==> src/hw/rtl/rwm_pkg.sv <==
// ----------------------------------------------------------------------------
// rwm_pkg: shared types and constants of the windowed chunk mapper
// Sizes, status codes and the idle-queue cell control word.
// ----------------------------------------------------------------------------
`default_nettype none
package rwm_pkg;
  localparam int unsigned PhysChunks = 1024;
  localparam int unsigned Slots      = 64;
  localparam int unsigned ChunkW     = $clog2(PhysChunks);
  localparam int unsigned SlotW      = $clog2(Slots);
  localparam int unsigned CountW     = $clog2(Slots + 1);
  localparam int unsigned RefW       = 16;
  localparam logic [RefW-1:0] RefMax = '1;

  typedef enum logic [2:0] {
    ST_OK              = 3'd0,
    ST_NO_MEMORY       = 3'd1,
    ST_WOULD_BLOCK     = 3'd2,
    ST_BAD_ADDRESS     = 3'd3,
    ST_NOT_CHECKED_OUT = 3'd4
  } status_e;

  typedef enum logic [1:0] {
    CFG_WINDOW_BASE = 2'd0,
    CFG_CHUNK_SHIFT = 2'd1,
    CFG_SLOT_COUNT  = 2'd2
  } cfg_idx_e;

  // Command broadcast to every idle-queue cell.
  typedef struct packed {
    logic              push;    // append at tail position
    logic              remove;  // drop entry matching key, shift rest down
    logic [ChunkW-1:0] key;
    logic [CountW-1:0] count;   // current fill
  } idle_cmd_t;
endpackage
`default_nettype wire

==> src/hw/rtl/rwm_idle_cell.sv <==
// ----------------------------------------------------------------------------
// rwm_idle_cell: one position of the idle LRU queue
// Holds one chunk index; shifts its upper neighbor in on a removal at or below it.
// ----------------------------------------------------------------------------
`default_nettype none
module rwm_idle_cell (
  input  wire logic                       clk_i,
  input  wire rwm_pkg::idle_cmd_t         cmd_i,
  input  wire logic [rwm_pkg::CountW-1:0] pos_i,
  input  wire logic                       hit_below_i,  // match at a lower position
  input  wire logic [rwm_pkg::ChunkW-1:0] upper_i,      // neighbor above
  output logic                            hit_o,        // match here or below
  output logic [rwm_pkg::ChunkW-1:0]      entry_o
);
  logic [rwm_pkg::ChunkW-1:0] entry_q, entry_d;
  logic live, hit_here;

  assign live     = pos_i < cmd_i.count;
  assign hit_here = live && (entry_q == cmd_i.key);
  assign hit_o    = hit_below_i || hit_here;
  assign entry_o  = entry_q;

  // Shift down over the removed entry, or take the pushed chunk at the tail.
  always_comb begin
    entry_d = entry_q;
    if (cmd_i.remove && hit_o && live) begin
      entry_d = upper_i;
    end else if (cmd_i.push && pos_i == cmd_i.count) begin
      entry_d = cmd_i.key;
    end
  end

  always_ff @(posedge clk_i) begin
    entry_q <= entry_d;
  end
endmodule
`default_nettype wire

==> src/hw/rtl/rwm_idle_queue.sv <==
// ----------------------------------------------------------------------------
// rwm_idle_queue: chain of idle cells forming the LRU queue of idle chunks
// Head is position zero; the hit chain runs from head to tail.
// ----------------------------------------------------------------------------
`default_nettype none
module rwm_idle_queue (
  input  wire logic                       clk_i,
  input  wire logic                       rst_ni,
  input  wire rwm_pkg::idle_cmd_t         cmd_i,
  output logic [rwm_pkg::CountW-1:0]      count_o,
  output logic [rwm_pkg::ChunkW-1:0]      head_o
);
  localparam int unsigned N = rwm_pkg::Slots;
  logic [rwm_pkg::ChunkW-1:0] entry [N];
  logic [N:0] hit;
  logic [rwm_pkg::CountW-1:0] count_q, count_d;
  rwm_pkg::idle_cmd_t cmd;

  always_comb begin
    cmd = cmd_i;
    cmd.count = count_q;
  end

  assign hit[0] = 1'b0;
  for (genvar g = 0; g < N; g++) begin : g_cell
    logic [rwm_pkg::ChunkW-1:0] upper;
    if (g == N - 1) begin : g_top
      assign upper = entry[g];
    end else begin : g_mid
      assign upper = entry[g+1];
    end
    rwm_idle_cell u_cell (
      .clk_i,
      .cmd_i      (cmd),
      .pos_i      (rwm_pkg::CountW'(g)),
      .hit_below_i(hit[g]),
      .upper_i    (upper),
      .hit_o      (hit[g+1]),
      .entry_o    (entry[g])
    );
  end

  // Track fill: removal only when a match exists, push only when room.
  always_comb begin
    count_d = count_q;
    if (cmd_i.remove && hit[N]) begin
      count_d = count_q - 1'b1;
    end else if (cmd_i.push && count_q < rwm_pkg::CountW'(N)) begin
      count_d = count_q + 1'b1;
    end
  end

  always_ff @(posedge clk_i or negedge rst_ni) begin
    if (!rst_ni) begin
      count_q <= '0;
    end else begin
      count_q <= count_d;
    end
  end

  assign count_o = count_q;
  assign head_o  = entry[0];

  a_count_max: assert property (@(posedge clk_i) disable iff (!rst_ni)
    count_q <= rwm_pkg::CountW'(N)) else $error("idle count overflow");
  a_no_both: assert property (@(posedge clk_i) disable iff (!rst_ni)
    !(cmd_i.push && cmd_i.remove)) else $error("push and remove together");
  a_push_grows: assert property (@(posedge clk_i) disable iff (!rst_ni)
    cmd_i.push && count_q < rwm_pkg::CountW'(N) |=> count_q == $past(count_q) + 1'b1)
    else $error("push lost");
endmodule
`default_nettype wire

==> config.mk <==
export PLATFORM = sky130hd
export DESIGN_NAME = rwm_idle_queue
export DESIGN_NICKNAME = d
export VERILOG_FILES = /design/src/hw/rtl/rwm_pkg.sv /design/src/hw/rtl/rwm_idle_cell.sv /design/src/hw/rtl/rwm_idle_queue.sv
export SDC_FILE = /design/constraint.sdc
export NUM_CORES = 2
export LEC_CHECK = 0
export BUFFER_PORTS_ARGS = -buffer_cell sky130_fd_sc_hd__buf_2
export CAP_MARGIN = 20
export CORE_AREA = 2 2 370 262
export CTS_CLUSTER_DIAMETER = 60
export DETAILED_ROUTE_END_ITERATION = 7
export DIE_AREA = 0 0 372 264
export MAX_ROUTING_LAYER = met4
export PLACE_DENSITY_LB_ADDON = 0.25
export SLEW_MARGIN = 40
export SYNTH_ARGS = -nofsm -noshare
export SYNTH_HDL_FRONTEND = slang
export SYNTH_HIERARCHICAL = 1
export SYNTH_SLANG_ARGS = --single-unit
==> constraint.sdc <==
create_clock -name clk_i -period 33.8 [get_ports clk_i]
set_input_delay 3.38 -clock clk_i [delete_from_list [all_inputs] [get_ports clk_i]]
set_output_delay 3.38 -clock clk_i [all_outputs]
set_load 0.005 [all_outputs]
==> results.cfg <==
[cells_and_area]
fin_nets = 4852
fin_util_pct = 55.17
seq_area_sq_um = 19420
drive_above_1_share_pct = 22.83
multi_input_area_sq_um = 26960
instances_no_fill = 5694
n_fill_cell = 8020
syn_to_final_growth_pct = 11.30

[clocking]
h-tree-depth = 3
cts_resized = 0
clk_path_buf_depth = 3
postCtsSetupBuffers = 0
cts_tree = built
cts_buffers = 71
clock_latency_ns = 0.66
clockRootBuffer = clkbuf_16
holdBufCountCts = 0
path_clk_slew_ns = 0.06
cts_sinks = 647

[global_route]
antenna_found_initial = 2
grt_overflow = 0
grt_max_degree = 67
grt_pass1_wl_um = 160900
grt_use_total_pct = 20.88
grt_pass1_vias = 30370

[logic_synthesis]
syn_area_per_cell_sq_um = 12.22
yosys.area.top_type = edfxtp_1
synth_warnings = 6
synth-edff-count = 640
synthArstFlopShare_pct = 1.082
synth_commonest_cells = mux2_2 (641), edfxtp_1 (640), xnor2_1 (515)
yosys.cell_count.top_type = mux2_2
synth_seq_area_share_pct = 41.20
netlist_instances = 3853
netlist_top_cells_area = edfxtp_1 (41%), mux2_2 (15%), ha_1 (12%)
synth_area_sq_um = 47080
ys_ff_latch = 647
yosysTopAreaCellShare_pct = 40.83
synth.distinct_cells = 33
ys.flop_type = edfxtp_1

[setup_path]
crit_fanout = 42
crit_slowest_cell = buf_6
path_common_cell = a21o_2
cp_num_buf_inv = 2
required_ns = 34.38
crit_family = compound AO/OA/AOI/OAI gates
critPathArrivalTime_ns = 18.73
startpoint_type = primary input
critical_path_class = in -> reg
critPathMaxStageDelay_ns = 0.44
setup.worst_path.end_class = register

[detailed_routing]
ant_nets = 0
drt_first_iter_violations = 1744
drt-total-wl_um = 98130
firstDrtPassIters = 5
vias_per_cell = 5.256
wire_per_inst_um = 17.23
drcViolationCount = 0
vias = 29930

[min_path]
hold_class = reg -> reg

[place]
portBuffers = 30
gp_congestion = 0.7986
dp_cells = 5570
dp_hpwl_um = 68810

[floorplanning]
row_count = 95
coreArea_sq_um = 94970
die_h_um = 264
start_util_pct = 49.57
die_w_um = 372
io_pins = 38
dieArea_sq_um = 98210

[pwr]
power_density_nw_per_um2 = 62.73
peakVddDrop_uv = 35.13
power_leakage_nw = 21.78

[timing]
worst_slew_pin_slew_ns = 0.7631
rsz0062_at_grt = no
setup_violations = 0
clock_skew_ns = 0.03044
slew-limit-headroom_pct = 49.13
hold_viol = 0
hold_slack_ns = 0.5892
fmax_mhz = 55.11
post-route-min-period_ns = 18.15
timing.final.crit_share_pct = 53.69
tns_ns = 0
slew_violations = 0

[run]
drv_cap = 0

[run_status]
outcome = completed
==> cell families (layout without fill, tap and decap cells) <==
family / after synthesis / after routing / share of synthesized area [%]
xor gates and xnor gates: 647 / 647 / 12.04
DFF: 647 / 647 / 41.20
muxes: 641 / 641 / 15.33
AOI/OAI and AO/OA: 519 / 519 / 8.457
buffers and inverters: 513 / 644 / 5.111
adders and majority gates: 449 / 449 / 11.93
and+or+nand+nor: 435 / 435 / 5.914
other: 2 / 451 / 0.01595
==> cell type report <==
class	instances	share of cell area, %
Multi-Input combinational cell	3141	51.45
Clock buffer	91	3.697
Clock inverter	32	0.5277
Tap cell	1261	3.011
Inverter	449	3.217
Timing Repair Buffer	72	1.032
Sequential cell	647	37.06
Antenna cell	1	0.004776
==> cell usage in the layout, fill, tap and decap left out, drive strengths merged, types with 37 or more instances in the layout <==
cell type / Yosys / final
a21o: 128 / 128
a21oi: 68 / 68
a221o: 64 / 64
a31o: 64 / 64
a31oi: 64 / 64
and3: 65 / 65
buf: 64 / 72
clkbuf: 0 / 91
conb: 2 / 450
edfxtp: 640 / 640
ha: 449 / 449
inv: 449 / 454
mux2: 641 / 641
nand2: 103 / 103
nand4: 131 / 131
nor2: 37 / 37
nor4: 65 / 65
o211a: 64 / 64
o21ai: 64 / 64
xnor2: 515 / 515
xor2: 132 / 132
==> registers in the layout (all words and copies together) (netlist names) <==
name and flops:
g_cell.u_cell/entry_o 640, count_o 7
==> layer usage <==
| metal | track usage, % | share of wire, % |
|---|---|---|
| met4 | 4.119 | 1.5 |
| met1 | 30.23 | 51 |
| met5 | - | 0 |
| met3 | 4.285 | 5.5 |
| met2 | 30.20 | 42 |
==> worst paths after layout <==
kind / end / slack (ns) / from / depth (start not counted)
max: count_o[4]$_DFFE_PN0P_ / 15.65 / cmd_i[8] / 75
min in group asynchronous: count_o[2]$_DFFE_PN0P_ / 2.54 / rst_ni / 1
max in group asynchronous: count_o[0]$_DFFE_PN0P_ / 31.08 / rst_ni / 1
min reg2reg: g_cell[30].u_cell/entry_o[9]$_DFFE_PP_ / 0.59 / g_cell[31].u_cell/entry_o[9]$_DFFE_PP_ / 1
max reg2reg: count_o[4]$_DFFE_PN0P_ / 18.23 / count_o[6]$_DFFE_PN0P_ / 74
min: g_cell[30].u_cell/entry_o[9]$_DFFE_PP_ / 0.59 / g_cell[31].u_cell/entry_o[9]$_DFFE_PP_ / 1
==> metrics by stage <==
| step | worst slack (ns) | total power (W) | instance area (sq um) |
|---|---|---|---|
| final | 15.65 | 0.003287 | 52400 |
| after global routing | 15.15 | 0.003540 | 52400 |
| after CTS | 15.73 | 0.003303 | 52390 |
| after detailed placement | 15.00 | 0.002523 | 50180 |
| after global placement | 15.15 | 0.002476 | 50170 |
| after floorplan | 17.02 | 0.002227 | 48760 |
==> worst reg2reg max path: cells and delay by family (launching register included) <==
kind	cells	cell delay, ns
AOI/OAI and AO/OA	65	12.94
and+or+nand+nor	3	0.80
DFF	1	0.59
buffers and inverters	2	0.45
adders and majority gates	2	0.41
xor gates and xnor gates	2	0.27
==> power breakdown <==
group / total (W) / internal [W] / switching [W]
Sequential: 0.00120 / 0.00109 / 0.000117
Combinational: 0.00132 / 0.000606 / 0.000715
Clock: 0.000762 / 0.000435 / 0.000326
Power figures use the tool's default switching activity.
